### src/hw/rtl/glpg_pkg.sv
// Package for the grid line point generator.
// Holds the coordinate widths, the request codes and the request and point payload types.
// It depends on nothing else.
package glpg_pkg;

  localparam int COORD_BITS = 16;
  localparam int FLOOR_BITS = 4;
  localparam int DELTA_W    = COORD_BITS + 1;
  localparam int ERR_W      = COORD_BITS + 3;

  localparam logic CMD_LOAD    = 1'b0;
  localparam logic CMD_ADVANCE = 1'b1;

  typedef logic [COORD_BITS-1:0] coord_t;
  typedef logic [FLOOR_BITS-1:0] floor_t;

  typedef struct packed {
    logic   command;
    coord_t from_x;
    coord_t from_y;
    coord_t to_x;
    coord_t to_y;
    floor_t floor;
    logic   with_corners;
  } cmd_t;

  typedef struct packed {
    coord_t point_x;
    coord_t point_y;
    floor_t point_floor;
    logic   point_valid;
    logic   last;
  } pnt_t;

endpackage

### src/hw/rtl/glpg_if.sv
// Valid/ready channel interfaces of the grid line point generator.
// One carries requests in, the other carries points out; both use types from glpg_pkg.
interface glpg_cmd_if;
  import glpg_pkg::*;
  logic valid;
  logic ready;
  cmd_t data;
  modport source (output valid, output data, input ready);
  modport sink (input valid, input data, output ready);
endinterface

interface glpg_pnt_if;
  import glpg_pkg::*;
  logic valid;
  logic ready;
  pnt_t data;
  modport source (output valid, output data, input ready);
  modport sink (input valid, input data, output ready);
endinterface

### src/hw/rtl/grid_line_point_generator.sv
// Top level of the grid line point generator, an integer Bresenham line walker.
// Depends on glpg_pkg and on the channel interfaces in glpg_if.sv.
//
// The block takes one request per clock cycle unless stalled. A load request sets up a new line and
// gives no point. Each advance request gives exactly one point in the next cycle, held in a result
// register. A new request is accepted only when that register is empty or its point is taken in the
// same cycle, so a stalled consumer also stalls the requests. The rate of one point per cycle when
// not stalled is set by the single Bresenham step between the line state registers and the result
// register. The start tile is never given and the end tile always is, marked with last, unless it
// equals the start tile. In corners mode a diagonal step comes out as two points, the x move first.
// An advance with no line in progress gives a point with point_valid low and all fields zero.
module grid_line_point_generator
  import glpg_pkg::*;
(
  input logic       clk,
  input logic       rst,
  glpg_cmd_if.sink  cmd,
  glpg_pnt_if.source point
);

  localparam int EXT_W = ERR_W - DELTA_W;

  coord_t                    cur_x;
  coord_t                    cur_y;
  coord_t                    end_x;
  coord_t                    end_y;
  logic [DELTA_W-1:0]        delta_x;
  logic signed [DELTA_W-1:0] neg_delta_y;
  logic signed [ERR_W-1:0]   error_term;
  logic                      step_x_neg;
  logic                      step_y_neg;
  floor_t                    line_floor;
  logic                      corners_mode;
  logic                      line_active;
  logic                      y_move_pending;
  logic                      res_valid;
  pnt_t                      result;

  logic                      accept;
  coord_t                    dx_abs;
  coord_t                    dy_abs;
  logic [DELTA_W-1:0]        dx_load;
  logic signed [DELTA_W-1:0] ndy_load;
  logic signed [ERR_W-1:0]   dx_ext;
  logic signed [ERR_W-1:0]   ndy_ext;
  logic signed [ERR_W:0]     e2;
  logic                      do_x;
  logic                      do_y;
  coord_t                    cur_x_next;
  coord_t                    cur_y_next;
  logic signed [ERR_W-1:0]   error_term_next;
  logic                      y_move_pending_next;
  logic                      at_end;

  assign cmd.ready   = !res_valid || point.ready;
  assign accept      = cmd.valid && cmd.ready;
  assign point.valid = res_valid;
  assign point.data  = result;

  always_comb begin
    dx_abs   = (cmd.data.to_x >= cmd.data.from_x) ? cmd.data.to_x - cmd.data.from_x
                                                  : cmd.data.from_x - cmd.data.to_x;
    dy_abs   = (cmd.data.to_y >= cmd.data.from_y) ? cmd.data.to_y - cmd.data.from_y
                                                  : cmd.data.from_y - cmd.data.to_y;
    dx_load  = {1'b0, dx_abs};
    ndy_load = -$signed({1'b0, dy_abs});
  end

  always_comb begin
    dx_ext  = $signed({{EXT_W{1'b0}}, delta_x});
    ndy_ext = $signed({{EXT_W{neg_delta_y[DELTA_W-1]}}, neg_delta_y});
    e2      = $signed({error_term, 1'b0});
    do_x    = e2 >= $signed({ndy_ext[ERR_W-1], ndy_ext});
    do_y    = e2 <= $signed({1'b0, dx_ext});
    cur_x_next          = cur_x;
    cur_y_next          = cur_y;
    error_term_next     = error_term;
    y_move_pending_next = 1'b0;
    if (y_move_pending) begin
      cur_y_next = step_y_neg ? cur_y - 1'b1 : cur_y + 1'b1;
    end else begin
      error_term_next = error_term + (do_x ? ndy_ext : '0) + (do_y ? dx_ext : '0);
      if (do_x) begin
        cur_x_next = step_x_neg ? cur_x - 1'b1 : cur_x + 1'b1;
      end
      if (do_y) begin
        if (corners_mode && do_x) begin
          y_move_pending_next = 1'b1;
        end else begin
          cur_y_next = step_y_neg ? cur_y - 1'b1 : cur_y + 1'b1;
        end
      end
    end
    at_end = (cur_x_next == end_x) && (cur_y_next == end_y);
  end

  always_ff @(posedge clk) begin
    if (rst) begin
      line_active    <= 1'b0;
      y_move_pending <= 1'b0;
      res_valid      <= 1'b0;
    end else begin
      if (accept && cmd.data.command == CMD_ADVANCE) begin
        res_valid <= 1'b1;
      end else if (point.ready) begin
        res_valid <= 1'b0;
      end
      if (accept) begin
        if (cmd.data.command == CMD_LOAD) begin
          line_active    <= !((cmd.data.from_x == cmd.data.to_x) &&
                              (cmd.data.from_y == cmd.data.to_y));
          y_move_pending <= 1'b0;
        end else begin
          if (line_active) begin
            y_move_pending <= y_move_pending_next;
            if (at_end) begin
              line_active <= 1'b0;
            end
          end
        end
      end
    end
  end

  always_ff @(posedge clk) begin
    if (accept) begin
      if (cmd.data.command == CMD_LOAD) begin
        cur_x        <= cmd.data.from_x;
        cur_y        <= cmd.data.from_y;
        end_x        <= cmd.data.to_x;
        end_y        <= cmd.data.to_y;
        delta_x      <= dx_load;
        neg_delta_y  <= ndy_load;
        error_term   <= $signed({{EXT_W{1'b0}}, dx_load}) +
                        $signed({{EXT_W{ndy_load[DELTA_W-1]}}, ndy_load});
        step_x_neg   <= !(cmd.data.from_x < cmd.data.to_x);
        step_y_neg   <= !(cmd.data.from_y < cmd.data.to_y);
        line_floor   <= cmd.data.floor;
        corners_mode <= cmd.data.with_corners;
      end else if (line_active) begin
        cur_x              <= cur_x_next;
        cur_y              <= cur_y_next;
        error_term         <= error_term_next;
        result.point_x     <= cur_x_next;
        result.point_y     <= cur_y_next;
        result.point_floor <= line_floor;
        result.point_valid <= 1'b1;
        result.last        <= at_end;
      end else begin
        result <= '0;
      end
    end
  end

endmodule

### src/flat_wrapper.sv
// flat-port wrapper written by rule: the top's interface ports become plain ports
module grid_line_point_generator_flat import glpg_pkg::*;
  (clk, rst, cmd_valid, cmd_data, cmd_ready, point_valid, point_data, point_ready);
  glpg_cmd_if cmd_i ();
  glpg_pnt_if point_i ();
  input logic clk;
  input logic rst;
  input wire logic [$bits(cmd_i.valid)-1:0] cmd_valid;
  input wire logic [$bits(cmd_i.data)-1:0] cmd_data;
  output wire logic [$bits(cmd_i.ready)-1:0] cmd_ready;
  output wire logic [$bits(point_i.valid)-1:0] point_valid;
  output wire logic [$bits(point_i.data)-1:0] point_data;
  input wire logic [$bits(point_i.ready)-1:0] point_ready;
  assign cmd_i.valid = cmd_valid;
  assign cmd_i.data = cmd_data;
  assign cmd_ready = cmd_i.ready;
  assign point_valid = point_i.valid;
  assign point_data = point_i.data;
  assign point_i.ready = point_ready;
  grid_line_point_generator u_core (.clk(clk), .rst(rst), .cmd(cmd_i), .point(point_i));
endmodule
### config.mk
export PLATFORM = sky130hd
export DESIGN_NAME = grid_line_point_generator_flat
export DESIGN_NICKNAME = d
export VERILOG_FILES = /design/src/hw/rtl/glpg_pkg.sv /design/src/hw/rtl/glpg_if.sv /design/src/hw/rtl/grid_line_point_generator.sv /design/src/flat_wrapper.sv
export SDC_FILE = /design/constraint.sdc
export NUM_CORES = 1
export LEC_CHECK = 0
export ABC_CLOCK_PERIOD_IN_PS = 6200
export BUFFER_PORTS_ARGS = -buffer_cell sky130_fd_sc_hd__buf_2
export CORE_MARGIN = 3
export CORE_UTILIZATION = 30
export CTS_CLUSTER_DIAMETER = 40
export DETAILED_ROUTE_END_ITERATION = 12
export GPL_ROUTABILITY_DRIVEN = 0
export GPL_TIMING_DRIVEN = 1
export PLACE_DENSITY_LB_ADDON = 0.2
export SETUP_SLACK_MARGIN = 0.1
export SLEW_MARGIN = 20
export SYNTH_ARGS = -nofsm -noshare
export SYNTH_HDL_FRONTEND = slang
export SYNTH_SLANG_ARGS = --single-unit
### constraint.sdc
create_clock -name clk -period 6.2 [get_ports clk]
set_clock_uncertainty 0.1 [all_clocks]
set_input_delay 0.93 -clock clk [delete_from_list [all_inputs] [get_ports clk]]
set_output_delay 0.93 -clock clk [all_outputs]
set_load 0.02 [all_outputs]
== Word level (Yosys, flattened, before mapping) ==
Cells that the tools add are included.
W data, S select, Z words.
Storage, ports and cells
  output and inout bits: 40
  register bits after elaboration: 164
  input port bits: 74
  word-level logic and storage cells: 88
Operators by class
  bitwise operators: 1
  add/subtract/negate cells: 12
  $lt $le $gt $ge: 6
  multiplexer cells: 29
  reduce and logical (&&, ||, !) cells: 15
  eq/ne operators: 6
Operators by type and width (number)
  $mux W16: 14
  $mux W19: 4
  $eq A16 B16 Y1: 4
  $sub A16 B16 Y16: 4
  $add A19 B19 Y19: 2
  $add A16 B1 Y16 const B: 2
  $ge A16 B16 Y1: 2
  $lt A16 B16 Y1: 2
  $sub A16 B1 Y16 const B: 2
  $ge A20 B17 Y1: 1
  $le A20 B17 Y1: 1
  $add A17 B17 Y18: 1
  $neg A16 Y17: 1
  $mux W1: 10
  $reduce_and A2 Y1: 3
  $logic_and A1 B1 Y1: 5
  $logic_not A1 Y1: 4
  $reduce_and A3 Y1: 1
  $mux W2: 1
  $ne A2 B1 Y1 const B: 1
  $ne A2 B2 Y1 const B: 1
  $reduce_bool A2 Y1: 1
  $logic_or A1 B1 Y1: 1
  $not A1 Y1: 1

== Longest topological paths before layout ==
Gate-level depths: netlist of run 1.
  depth in word-level cells: 10
  depth in mapped cells: 25

== Worst setup path before layout of run 1 ==
Ideal clock, no wire load.
  path kind: input to register
  start: input port cmd_data[30]
  end: register u_core.error_term[15] (data pin)
  arrival time: 5.608 ns
  stages: 21
  setup time: 0.270 ns
  slack: 0.221 ns
  path through: inv_1 -> ha_1 -> clkbuf_1 -> nand2_1 -> nor4_1 -> o21ai_0 -> o21ai_1 -> clkbuf_1 -> clkbuf_1 -> mux2_2 -> ha_1 -> a21o_1 -> a21oi_1 -> o21ba_2 -> o21ai_0 -> a211oi_1 -> nor4_1 -> a2111o_1 -> a21oi_1 -> xnor2_1 -> a21oi_1
Between the ends
  word-level cells in the longest chain between the ends: 4
RTL lines
  from (decl): line flat_wrapper.sv:9  | input wire logic [$bits(cmd_i.data)-1:0] cmd_data;
  $ge A16 B16 Y1: line grid_line_point_generator.sv:61  | dx_abs = (cmd.data.to_x >= cmd.data.from_x) ? cmd.data.to_x - cmd.data.from_x
  $mux W16: line grid_line_point_generator.sv:61
  via u_core.dx_abs[1]: line grid_line_point_generator.sv:40  | coord_t dx_abs;
  $add A17 B17 Y18: line grid_line_point_generator.sv:134  | error_term <= $signed({{EXT_W{1'b0}}, dx_load}) +
  $mux W19: line grid_line_point_generator.sv:127  | if (cmd.data.command == CMD_LOAD) begin
  to (signal assigned): line grid_line_point_generator.sv:134
  to (signal assigned): line grid_line_point_generator.sv:143  | error_term <= error_term_next;
  to (decl): line grid_line_point_generator.sv:29  | logic signed [ERR_W-1:0] error_term;
The timed path passes the listed nets, and every way through them passes these cells.
A chain may end at the register's enable or synchronous reset.

== Final worst setup path of run 1 ==
  start: register u_core.error_term[18]
  end: register u_core.error_term[17] (data pin)
Between the ends
  word-level cells in the longest chain between the ends: 7
RTL lines
  $ge A20 B17 Y1: line grid_line_point_generator.sv:73  | do_x = e2 >= $signed({ndy_ext[ERR_W-1], ndy_ext});
  $mux W19: line grid_line_point_generator.sv:82  | error_term_next = error_term + (do_x ? ndy_ext : '0) + (do_y ? dx_ext : '0);
  $add A19 B19 Y19: line grid_line_point_generator.sv:82
  $add A19 B19 Y19 *: line grid_line_point_generator.sv:82
  $mux W19 *: line grid_line_point_generator.sv:79  | if (y_move_pending) begin
  $mux W19 *: line grid_line_point_generator.sv:140  | end else if (line_active) begin
  $mux W19 *: line grid_line_point_generator.sv:127
Every way passes the cells marked *; elsewhere a longest branch is shown, timed or not. The select of a mux whose other input is x is not followed.

==> run summary, run 1 <==
outcome - completed
CP most frequent cell - buf_4
worst path required time - 6.33 ns
Finish-stage setup viols - 0
Die Span X - 234 um
Max-cap violations - 0
Buf/Inv on CP - 3
Synth Flop Type - edfxtp_1
Post-Route WL - 50.9 mm
placed cell areas - 0.0176 mm^2
CP max stage delay - 0.61 ns
layout cells sized above 1 - 17.0%
Pre-antenna DRT Iters - 5
max-slew violation count - 0
WHS Path Cells - 1
largest net degree at the start of global routing - 81
Hold Slack - 0.426 ns
crit start category - flip-flop
Post-synth EDFFs - 161
RR Startpoint - u_core.error_term[18]$_DFFE_PP_
H-tree levels - 4
CTS tree - done
Post-CTS Hold Fix Bufs - 0
worst flop-to-flop path endpoint - u_core.error_term[17]$_DFFE_PP_
Mean Syn Cell Area - 9.09 um^2
Yosys warning count - 0
total power per unit cell area - 352 mW/mm^2
crit-path leading delay family - compound AO/OA/AOI/OAI gates
Post-synth ARST share - 0%
post-synth top area cell - edfxtp_1
sequential share of the synthesized area - 31.5%
CP arrival - 5.89 ns
first-pass GRT wire length - 76.4 mm
Worst VDD drop - 0.292 mV
IO Count - 114
Total Nets Final - 2168
synthesized instance count - 1710
Syn Nets - 1970
clk_lat worst skew - 0.48 ns
setup TNS - 0 ns
f_max - 174 MHz
fillcell total - 5251
Min-Delay Path Class - flip-flop to flip-flop
GRT Util Overall - 18.6%
final hold vios - 0
initial antenna violation count - 1
antenna cells - 0
largest cells by area after synthesis - edfxtp_1 (31%), ha_1 (13%), xnor2_1 (4.7%), a21oi_1 (4.6%), inv_1 (4.4%)
CTS Sinks - 164
Rel. slew slack - 33.8%
post-route antenna net violation count - 0
dpl ws - 0.0168 ns
Iter 0 DRT Violations - 1161
number of buffers created by CTS - 17
final global-route overflow total - 0
Die Span Y - 234 um
Distinct cells, synth - 100
Worst Hold Launch - u_core.line_floor[1]$_DFFE_PP_
hpwl dp - 41.0 mm
Tmin final - 5.76 ns
RSZ-0062 raised after global routing - false
DR WL/cell - 19.6 um
Synth Cell Area - 0.0155 mm^2
Setup crit end kind - flip-flop
CP Max Fanout - 18
average via count per standard cell - 5.21
post-synth top area share - 31.1%
Worst path slowest cell - or4_4
slew of the pin with the lowest slew margin - 0.992 ns
row count - 82
Max Root-Sink Buffers - 2
Die Area - 0.0546 mm^2
Pleak - 7.89 nW
Port Buffers - 113
post-route DRC violation count - 0
Root Driver - clkbuf_16
CP Cell Sequence - or4_4 -> or4_1 -> o21ba_1 -> o21ai_2 -> buf_4 -> and2_1 -> fa_1 -> ha_1 -> a21o_1 -> a21oi_1 -> buf_4 -> o21bai_1 -> a31oi_1 -> o21ai_2 -> nor4_2 -> buf_4 -> o41a_1 -> o21ai_0 -> xor2_1 -> a32o_1
final core utilization - 36.0%
synth-to-layout area growth - 17.4%
Yosys reg bits - 164
final worst slack - 0.441 ns
vias in the first global route - 13135
reg2reg setup slack - 0.44 ns
Clock transition at path regs - 0.07 ns
Starting Density - 30.7%
Reg2Reg Depth - 20
cell area after layout - 0.0183 mm^2
via count - 13511
WS Path Type - flip-flop to flip-flop
final worst-path cycle share - 92.9%
CORE AREA - 0.0507 mm^2
Hold Path Sink - u_core.point.data[3]$_SDFFCE_PN0P_
worst max path at each step:
| stage | from | end | cells after the start |
|---|---|---|---|
| finish | u_core.error_term[18]$_DFFE_PP_ | u_core.error_term[17]$_DFFE_PP_ | 20 |
| global route | cmd_data[16] | u_core.error_term[15]$_DFFE_PP_ | 23 |
| CTS | u_core.error_term[18]$_DFFE_PP_ | u_core.error_term[17]$_DFFE_PP_ | 23 |
| detailed placement | cmd_data[16] | u_core.error_term[15]$_DFFE_PP_ | 21 |
| global placement | cmd_data[16] | u_core.error_term[15]$_DFFE_PP_ | 21 |
| floorplan | cmd_data[30] | u_core.error_term[15]$_DFFE_PP_ | 21 |
cell usage after synthesis (9+ instances only):
cell type	n
and3_1	10
nor3_1	30
a31oi_1	14
nor2b_1	11
a21oi_1	142
a211oi_1	19
ha_1	162
o21bai_1	18
inv_1	184
o22ai_1	9
mux2i_1	28
xor2_1	47
nor2_1	156
or3_1	14
nand3_1	27
nand2b_1	12
a21o_1	32
o2111ai_1	9
mux2_2	13
and2_1	29
edfxtp_1	161
fa_1	24
nor4_1	14
o211ai_1	14
o21a_1	18
clkbuf_1	38
nand2_1	116
buf_2	9
nand4_1	26
o21ai_0	74
xnor2_1	83
worst reg2reg max path: stages, from the launching register on:
cell and delay [ns]:
edfxtp_1 0.52, or4_4 0.62, or4_1 0.57, o21ba_1 0.21
o21ai_2 0.10, buf_4 0.32, and2_1 0.20, fa_1 0.42
ha_1 0.34, a21o_1 0.13, a21oi_1 0.06, buf_4 0.14
o21bai_1 0.19, a31oi_1 0.17, o21ai_2 0.22, nor4_2 0.07
buf_4 0.14, o41a_1 0.45, o21ai_0 0.23, xor2_1 0.11
a32o_1 0.21
final cells by class:
class	count	area, um^2	share of cell area, %
clock buffer	22	464	2.54
tap	672	841	4.60
timing repair buffer	237	1500	8.20
multi-input combinational	1304	9720	53.2
clock inverter	10	150	0.822
sequential	164	4890	26.8
inverter	184	692	3.79
metrics by stage:
step	std cells	power, mW
after global placement	2561	5.25
final	2593	6.43
after global routing	2593	6.95
after detailed placement	2561	5.27
after floorplan	1710	4.11
after CTS	2593	6.45
power breakdown:
| group | switching, mW | total (mW) | internal (mW) |
|---|---|---|---|
| clock | 0.490 | 1.15 | 0.658 |
| sequential | 0.125 | 1.57 | 1.44 |
| combinational | 2.12 | 3.71 | 1.59 |
| total | 2.74 | 6.43 | 3.70 |
layer usage:
layer	up-vias	share of wire, %	global-route usage, %
met4	0	2.6	6.45
met1	6509	48	25.9
li1	6569	-	-
met3	59	5.1	2.95
met5	-	0	0
met2	374	44	29.1
registers in the layout, indices dropped and copies added (netlist names):
name,count
u_core.step_x_neg,1
u_core.corners_mode,1
u_core.line_floor,4
u_core.y_move_pending,1
u_core.delta_x,16
u_core.error_term,19
u_core.line_active,1
u_core.cur_x,16
u_core.cur_y,16
u_core.end_y,16
u_core.end_x,16
u_core.point.data,38
u_core.neg_delta_y,17
u_core.step_y_neg,1
u_core.point.valid,1
layout by cell type (no fill, tap or decap), types with 24 or more instances in the layout:
cell | synthesis | layout
buf_2 | 9 | 113
nor2_1 | 156 | 156
a21oi_1 | 142 | 140
nand2_1 | 116 | 116
fa_1 | 24 | 24
buf_4 | 5 | 124
o21ai_0 | 74 | 73
a21o_1 | 32 | 32
nor3_1 | 30 | 30
mux2i_1 | 28 | 28
and2_1 | 29 | 28
edfxtp_1 | 161 | 161
ha_1 | 162 | 162
nand4_1 | 26 | 26
xor2_1 | 47 | 47
inv_1 | 184 | 183
nand3_1 | 27 | 27
xnor2_1 | 83 | 83
cell families after synthesis:
group                    synth area share, %
buffers and inverters                   6.23
multiplexers                            2.83
adder cells (fa/ha/maj)                 16.1
flip-flops                              31.5
AO/OA/AOI/OAI                           19.4
XOR/XNOR                                8.06
AND/OR/NAND/NOR                         15.9
timing repair:
| action | CTS | global route |
|---|---|---|
| setup endpoints to repair | 0 | 3 |
| resized for setup | 0 | 5 |
| setup buffers | 0 | 0 |
No activity file was read; power rests on OpenSTA's default activity.
==> run 2: changes to the inputs <==
==> constraint.sdc (replaced) <==
create_clock -name clk -period 6.2 [get_ports clk]
set_clock_uncertainty 0.1 [all_clocks]
set_input_delay 0.62 -clock clk [delete_from_list [all_inputs] [get_ports clk]]
set_output_delay 0.62 -clock clk [all_outputs]
set_load 0.02 [all_outputs]
==> run 2 against run 1 <==
Effect of this change:
- clock power decreased by 5%
- hold slack lost 0.20 ns
- register-to-register slack better by 0.099 ns
- largest cell class unchanged
- largest power group unchanged
- critical endpoint is now u_core.error_term[16]$_DFFE_PP_
==> run summary, run 2 (synthesized netlist as in run 1, its figures left out) <==
final hold vios - 0 (unchanged)
final global-route overflow total - 0 (unchanged)
Worst VDD drop - 0.215 mV (was 0.292 mV)
GRT Util Overall - 18.5% (was 18.6%)
Total Nets Final - 2119 (was 2168)
Die Span X - 234 um (unchanged)
setup TNS - 0 ns (unchanged)
Die Area - 0.0546 mm^2 (unchanged)
Iter 0 DRT Violations - 1238 (was 1161)
Root Driver - clkbuf_16 (unchanged)
Setup crit end kind - flip-flop (unchanged)
layout cells sized above 1 - 14.9% (was 17.0%)
number of buffers created by CTS - 17 (unchanged)
via count - 13366 (was 13511)
Buf/Inv on CP - 5 (was 3)
CORE AREA - 0.0507 mm^2 (unchanged)
dpl cells - 2510 (was 2561)
Pleak - 7.64 nW (was 7.89 nW)
final worst-path cycle share - 92.0% (was 92.9%)
Worst path slowest cell - a221o_1 (was or4_4)
Worst Hold Launch - cmd_data[1] (was u_core.line_floor[1]$_DFFE_PP_)
Max-cap violations - 0 (unchanged)
outcome - completed (unchanged)
CP max stage delay - 0.52 ns (was 0.61 ns)
post-route DRC violation count - 0 (unchanged)
RR Startpoint - u_core.error_term[17]$_DFFE_PP_ (was u_core.error_term[18]$_DFFE_PP_)
f_max - 175 MHz (was 174 MHz)
Reg2Reg Depth - 21 (was 20)
register share of total power - 25.1% (was 24.4%)
Min-Delay Path Class - primary input to flip-flop (was flip-flop to flip-flop)
largest net degree at the start of global routing - 81 (unchanged)
Pre-antenna DRT Iters - 5 (unchanged)
Hold Path Sink - u_core.line_floor[0]$_DFFE_PP_ (was u_core.point.data[3]$_SDFFCE_PN0P_)
vias in the first global route - 12897 (was 13135)
CTS tree - done (unchanged)
Post-Route WL - 50.8 mm (was 50.9 mm)
total power per unit cell area - 351 mW/mm^2 (was 352 mW/mm^2)
CP Max Fanout - 9 (was 18)
synth-to-layout area growth - 14.8% (was 17.4%)
clk_lat worst skew - 0.46 ns (was 0.48 ns)
final core utilization - 35.2% (was 36.0%)
Starting Density - 30.7% (unchanged)
WS Path Type - primary input to flip-flop (was flip-flop to flip-flop)
IO Count - 114 (unchanged)
worst path required time - 6.28 ns (was 6.33 ns)
CP arrival - 5.78 ns (was 5.89 ns)
WHS Path Cells - 1 (unchanged)
crit start category - primary input (was flip-flop)
commonest non-fill, non-tap cells in the layout - inv_1 (183), ha_1 (162), edfxtp_1 (161) (unchanged)
H-tree levels - 4 (unchanged)
clock share of power - 17.4% (was 17.8%)
crit-path leading delay family - compound AO/OA/AOI/OAI gates (unchanged)
Tmin final - 5.70 ns (was 5.76 ns)
DR WL/cell - 19.9 um (was 19.6 um)
initial antenna violation count - 1 (unchanged)
worst flop-to-flop path endpoint - u_core.error_term[17]$_DFFE_PP_ (unchanged)
Sw Share - 44.4% (was 42.5%)
row count - 82 (unchanged)
CTS Sinks - 164 (unchanged)
NetSw - 2.78 mW (was 2.74 mW)
reg2reg setup slack - 0.54 ns (was 0.44 ns)
Rel. slew slack - 32.9% (was 33.8%)
Max Root-Sink Buffers - 2 (unchanged)
max-slew violation count - 0 (unchanged)
hpwl dp - 40.7 mm (was 41.0 mm)
leading cell type in the layout, fill and taps excluded - inv_1 (unchanged)
Logic pwr share - 57.5% (was 57.8%)
RSZ-0062 raised after global routing - false (unchanged)
max reg flops - 38 (unchanged)
Int Pwr - 3.49 mW (was 3.70 mW)
Die Span Y - 234 um (unchanged)
Non-Filler Instances - 2545 (was 2593)
slew of the pin with the lowest slew margin - 1.01 ns (was 0.992 ns)
post-route antenna net violation count - 0 (unchanged)
Finish-stage setup viols - 0 (unchanged)
Clock transition at path regs - 0.08 ns (was 0.07 ns)
average via count per standard cell - 5.25 (was 5.21)
Port Buffers - 113 (unchanged)
first-pass GRT wire length - 77.2 mm (was 76.4 mm)
## run 2: what timing repair did
item	in CTS	in global routing
setup endpoints to repair	0	2
setup buffers	0	2
gates resized for setup	0	2
hold buffers	0	0
## run 2: layer usage
| layer | global-route usage, % | up-vias | wire length, um |
|---|---|---|---|
| li1 | - | 6466 | - |
| met1 | 27.0 | 6493 | 24500 |
| met2 | 29.5 | 378 | 22900 |
| met3 | 2.67 | 29 | 2880 |
| met4 | 3.31 | 0 | 517 |
| met5 | 0 | - | 0 |
## run 2: how the worst max path moves through the flow
stage,start,end,depth (start not counted)
2_1_floorplan,cmd_data[30],u_core.error_term[15]$_DFFE_PP_,21
3_3_place_gp,cmd_data[14],u_core.error_term[16]$_DFFE_PP_,25
4_1_cts,u_core.error_term[18]$_DFFE_PP_,u_core.error_term[17]$_DFFE_PP_,21
5_1_grt,u_core.error_term[17]$_DFFE_PP_,u_core.error_term[18]$_DFFE_PP_,22
3_5_place_dp,cmd_data[14],u_core.error_term[16]$_DFFE_PP_,25
6_report,cmd_data[14],u_core.error_term[16]$_DFFE_PP_,25
## run 2: final cells by class
class | instances | area, um^2
Clock inverter | 15 | 163
Multi-Input combinational cell | 1304 | 9710
Fill cell | 5305 | 32800
Clock buffer | 17 | 425
Timing Repair Buffer | 188 | 1130
Sequential cell | 164 | 4890
Inverter | 184 | 692
Tap cell | 672 | 841
Antenna cell | 1 | 2.50
## run 2: power groups by stage
stage | Sequential (mW) | Combinational (mW) | Clock (mW)
2_1_floorplan | 1.56 | 2.55 | 0
3_3_place_gp | 1.59 | 3.54 | 0
3_5_place_dp | 1.60 | 3.56 | 0
4_1_cts | 1.57 | 3.60 | 1.12
5_1_grt | 1.59 | 4.06 | 1.17
6_report | 1.57 | 3.61 | 1.09
## run 2: through the flow
| stage | setup slack (ns) | power, mW | hold slack, ns | instance area [um^2] |
|---|---|---|---|---|
| after global routing | 0.113 | 6.81 | 0.201 | 17800 |
| after floorplan | 0.531 | 4.11 | 0.367 | 15500 |
| final | 0.498 | 6.27 | 0.231 | 17900 |
| after global placement | 0.105 | 5.14 | 0.405 | 17200 |
| after detailed placement | 0.0494 | 5.16 | 0.410 | 17200 |
| after CTS | 0.244 | 6.29 | 0.202 | 17800 |
==> run 3: changes to the inputs <==
PLACE_DENSITY = 0.52   (was not set)
PLACE_DENSITY_LB_ADDON = not set   (was 0.2)
==> run 3 against run 2 <==
Effect of this change:
- hold slack better by 0.0023 ns
- maximum frequency is 1.1% lower
- power decreased by 0.88%
- clock-buffer cell count did not move
- first-iteration DRC count increased by 4.3%
- combinational power fell by 2%
- critical endpoint is now u_core.error_term[17]$_DFFE_PP_
- largest power group unchanged
==> run summary, run 3 (synthesized netlist as in run 1, its figures left out) <==
Worst path slowest cell - or4_1 (was a221o_1)
total power per unit cell area - 351 mW/mm^2 (about the same)
Die Span Y - 234 um (unchanged)
CTS tree - done (unchanged)
vias in the first global route - 12975 (was 12897)
Die Span X - 234 um (unchanged)
Root Driver - clkbuf_16 (unchanged)
Reg2Reg Depth - 20 (was 21)
clk_lat worst skew - 0.46 ns (about the same)
max reg flops - 38 (unchanged)
CTS Sinks - 164 (unchanged)
outcome - completed (unchanged)
Worst Setup SP - u_core.error_term[18]$_DFFE_PP_ (was cmd_data[14])
final worst-path cycle share - 93.0% (was 92.0%)
DR WL/cell - 19.6 um (was 19.9 um)
Clock transition at path regs - 0.07 ns (was 0.08 ns)
max-slew violation count - 0 (unchanged)
CP Max Fanout - 18 (was 9)
setup TNS - 0 ns (unchanged)
post_cts resized - 0 (unchanged)
Buf/Inv on CP - 3 (was 5)
commonest non-fill, non-tap cells in the layout - inv_1 (183), ha_1 (162), edfxtp_1 (161) (unchanged)
Die Area - 0.0546 mm^2 (unchanged)
leading cell type in the layout, fill and taps excluded - inv_1 (unchanged)
Total Nets Final - 2097 (was 2119)
Iter 0 DRT Violations - 1291 (was 1238)
RR Startpoint - u_core.error_term[18]$_DFFE_PP_ (was u_core.error_term[17]$_DFFE_PP_)
worst flop-to-flop path endpoint - u_core.error_term[17]$_DFFE_PP_ (unchanged)
crit path to - u_core.error_term[17]$_DFFE_PP_ (was u_core.error_term[16]$_DFFE_PP_)
final global-route overflow total - 0 (unchanged)
slew of the pin with the lowest slew margin - 0.968 ns (was 1.01 ns)
Max-cap violations - 0 (unchanged)
initial antenna violation count - 0 (was 1)
layout cells sized above 1 - 14.0% (was 14.9%)
Final Power - 6.22 mW (was 6.27 mW)
CP arrival - 5.89 ns (was 5.78 ns)
first-pass GRT wire length - 75.4 mm (was 77.2 mm)
synth-to-layout area growth - 13.8% (was 14.8%)
Finish-stage setup viols - 0 (unchanged)
hpwl dp - 39.3 mm (was 40.7 mm)
Min-Delay Path Class - primary input to flip-flop (unchanged)
Pre-antenna DRT Iters - 5 (unchanged)
largest net degree at the start of global routing - 81 (unchanged)
CP Cell Sequence - buf_4 -> or4_4 -> or4_1 -> o21ba_1 -> o21ai_2 -> buf_4 -> and2_1 -> fa_1 -> ha_1 -> a21o_1 -> a21oi_2 -> o21bai_1 -> a31oi_1 -> o21ai_0 -> nor4_1 -> buf_4 -> o41a_1 -> o21ai_0 -> xor2_1 -> a32o_1
H-tree levels - 4 (unchanged)
Worst VDD drop - 0.211 mV (was 0.215 mV)
Pleak - 7.53 nW (was 7.64 nW)
crit start category - flip-flop (was primary input)
final hold vios - 0 (unchanged)
post-route DRC violation count - 0 (unchanged)
worst path required time - 6.32 ns (was 6.28 ns)
average via count per standard cell - 5.30 (was 5.25)
via count - 13354 (was 13366)
Port Buffers - 113 (unchanged)
number of cells on the critical path - 20 (was 25)
WS Path Type - flip-flop to flip-flop (was primary input to flip-flop)
antenna cells - 0 (was 1)
CP most frequent cell - buf_4
number of buffers created by CTS - 17 (unchanged)
post-route antenna net violation count - 0 (unchanged)
IO Count - 114 (unchanged)
Post-CTS Setup Inserts - 0 (unchanged)
Setup crit end kind - flip-flop (unchanged)
Starting Density - 30.7% (unchanged)
final core utilization - 34.9% (was 35.2%)
Post-CTS Hold Fix Bufs - 0 (unchanged)
CORE AREA - 0.0507 mm^2 (unchanged)
Post-Route WL - 49.4 mm (was 50.8 mm)
CP max stage delay - 0.57 ns (was 0.52 ns)
reg2reg setup slack - 0.43 ns (was 0.54 ns)
Tmin final - 5.77 ns (was 5.70 ns)
GRT Util Overall - 18.1% (was 18.5%)
Rel. slew slack - 35.5% (was 32.9%)
row count - 82 (unchanged)
RSZ-0062 raised after global routing - false (unchanged)
crit-path leading delay family - compound AO/OA/AOI/OAI gates (unchanged)
Max Root-Sink Buffers - 2 (unchanged)
Hold Slack - 0.233 ns (was 0.231 ns)
f_max - 173 MHz (was 175 MHz)
-- run 3: worst min path at each step --
stage	start	to	slack [ns]	cells past startpoint
after floorplan	u_core.line_active$_SDFFE_PP0P_	u_core.point.data[1]$_DFFE_PP_	0.37	0
after global placement	u_core.line_floor[3]$_DFFE_PP_	u_core.point.data[5]$_SDFFCE_PN0P_	0.41	1
after detailed placement	u_core.line_floor[1]$_DFFE_PP_	u_core.point.data[3]$_SDFFCE_PN0P_	0.41	1
after CTS	cmd_data[2]	u_core.line_floor[1]$_DFFE_PP_	0.20	1
after global routing	cmd_data[1]	u_core.line_floor[0]$_DFFE_PP_	0.20	1
final	cmd_data[2]	u_core.line_floor[1]$_DFFE_PP_	0.23	1
-- run 3: worst reg2reg max path: stages, from the launching register on --
cell and delay [ns]:
edfxtp_1 0.41, buf_4 0.17, or4_4 0.54, or4_1 0.57, o21ba_1 0.21, o21ai_2 0.10, buf_4 0.34, and2_1 0.20
fa_1 0.42, ha_1 0.34, a21o_1 0.14, a21oi_2 0.08, o21bai_1 0.19, a31oi_1 0.14, o21ai_0 0.34, nor4_1 0.10
buf_4 0.15, o41a_1 0.45, o21ai_0 0.23, xor2_1 0.10, a32o_1 0.20
-- run 3: routing by layer --
metal | routed length, um | vias to the layer above | GRT usage [%] | share of wire (%)
met3 | 3440 | 80 | 3.87 | 7.0
li1 | - | 6417 | - | -
met1 | 23400 | 6420 | 25.8 | 47
met4 | 1660 | 0 | 6.47 | 3.4
met2 | 20900 | 437 | 26.9 | 42
met5 | 0 | - | 0 | 0
-- run 3: through the flow --
stage	worst slack, ns	instances	instance area (um^2)
after floorplan	0.531	1710	15500
after global placement	0.118	2490	17100
after detailed placement	0.0661	2490	17100
after CTS	0.186	2522	17700
after global routing	0.105	2522	17700
final	0.433	2522	17700
-- run 3: cell type report --
cell class	instances	area, um^2
fillers	5256	33000
multi-input cells	1304	9710
flip-flops and latches	164	4890
repair buffers	166	963
well taps	672	841
inverters	184	692
clock buffers	17	425
clock inverters	15	169
-- run 3: power breakdown --
group          switching [mW]  internal, mW
Clock                   0.541         0.572
Combinational            2.09          1.45
Sequential              0.122          1.44
Total                    2.75          3.47
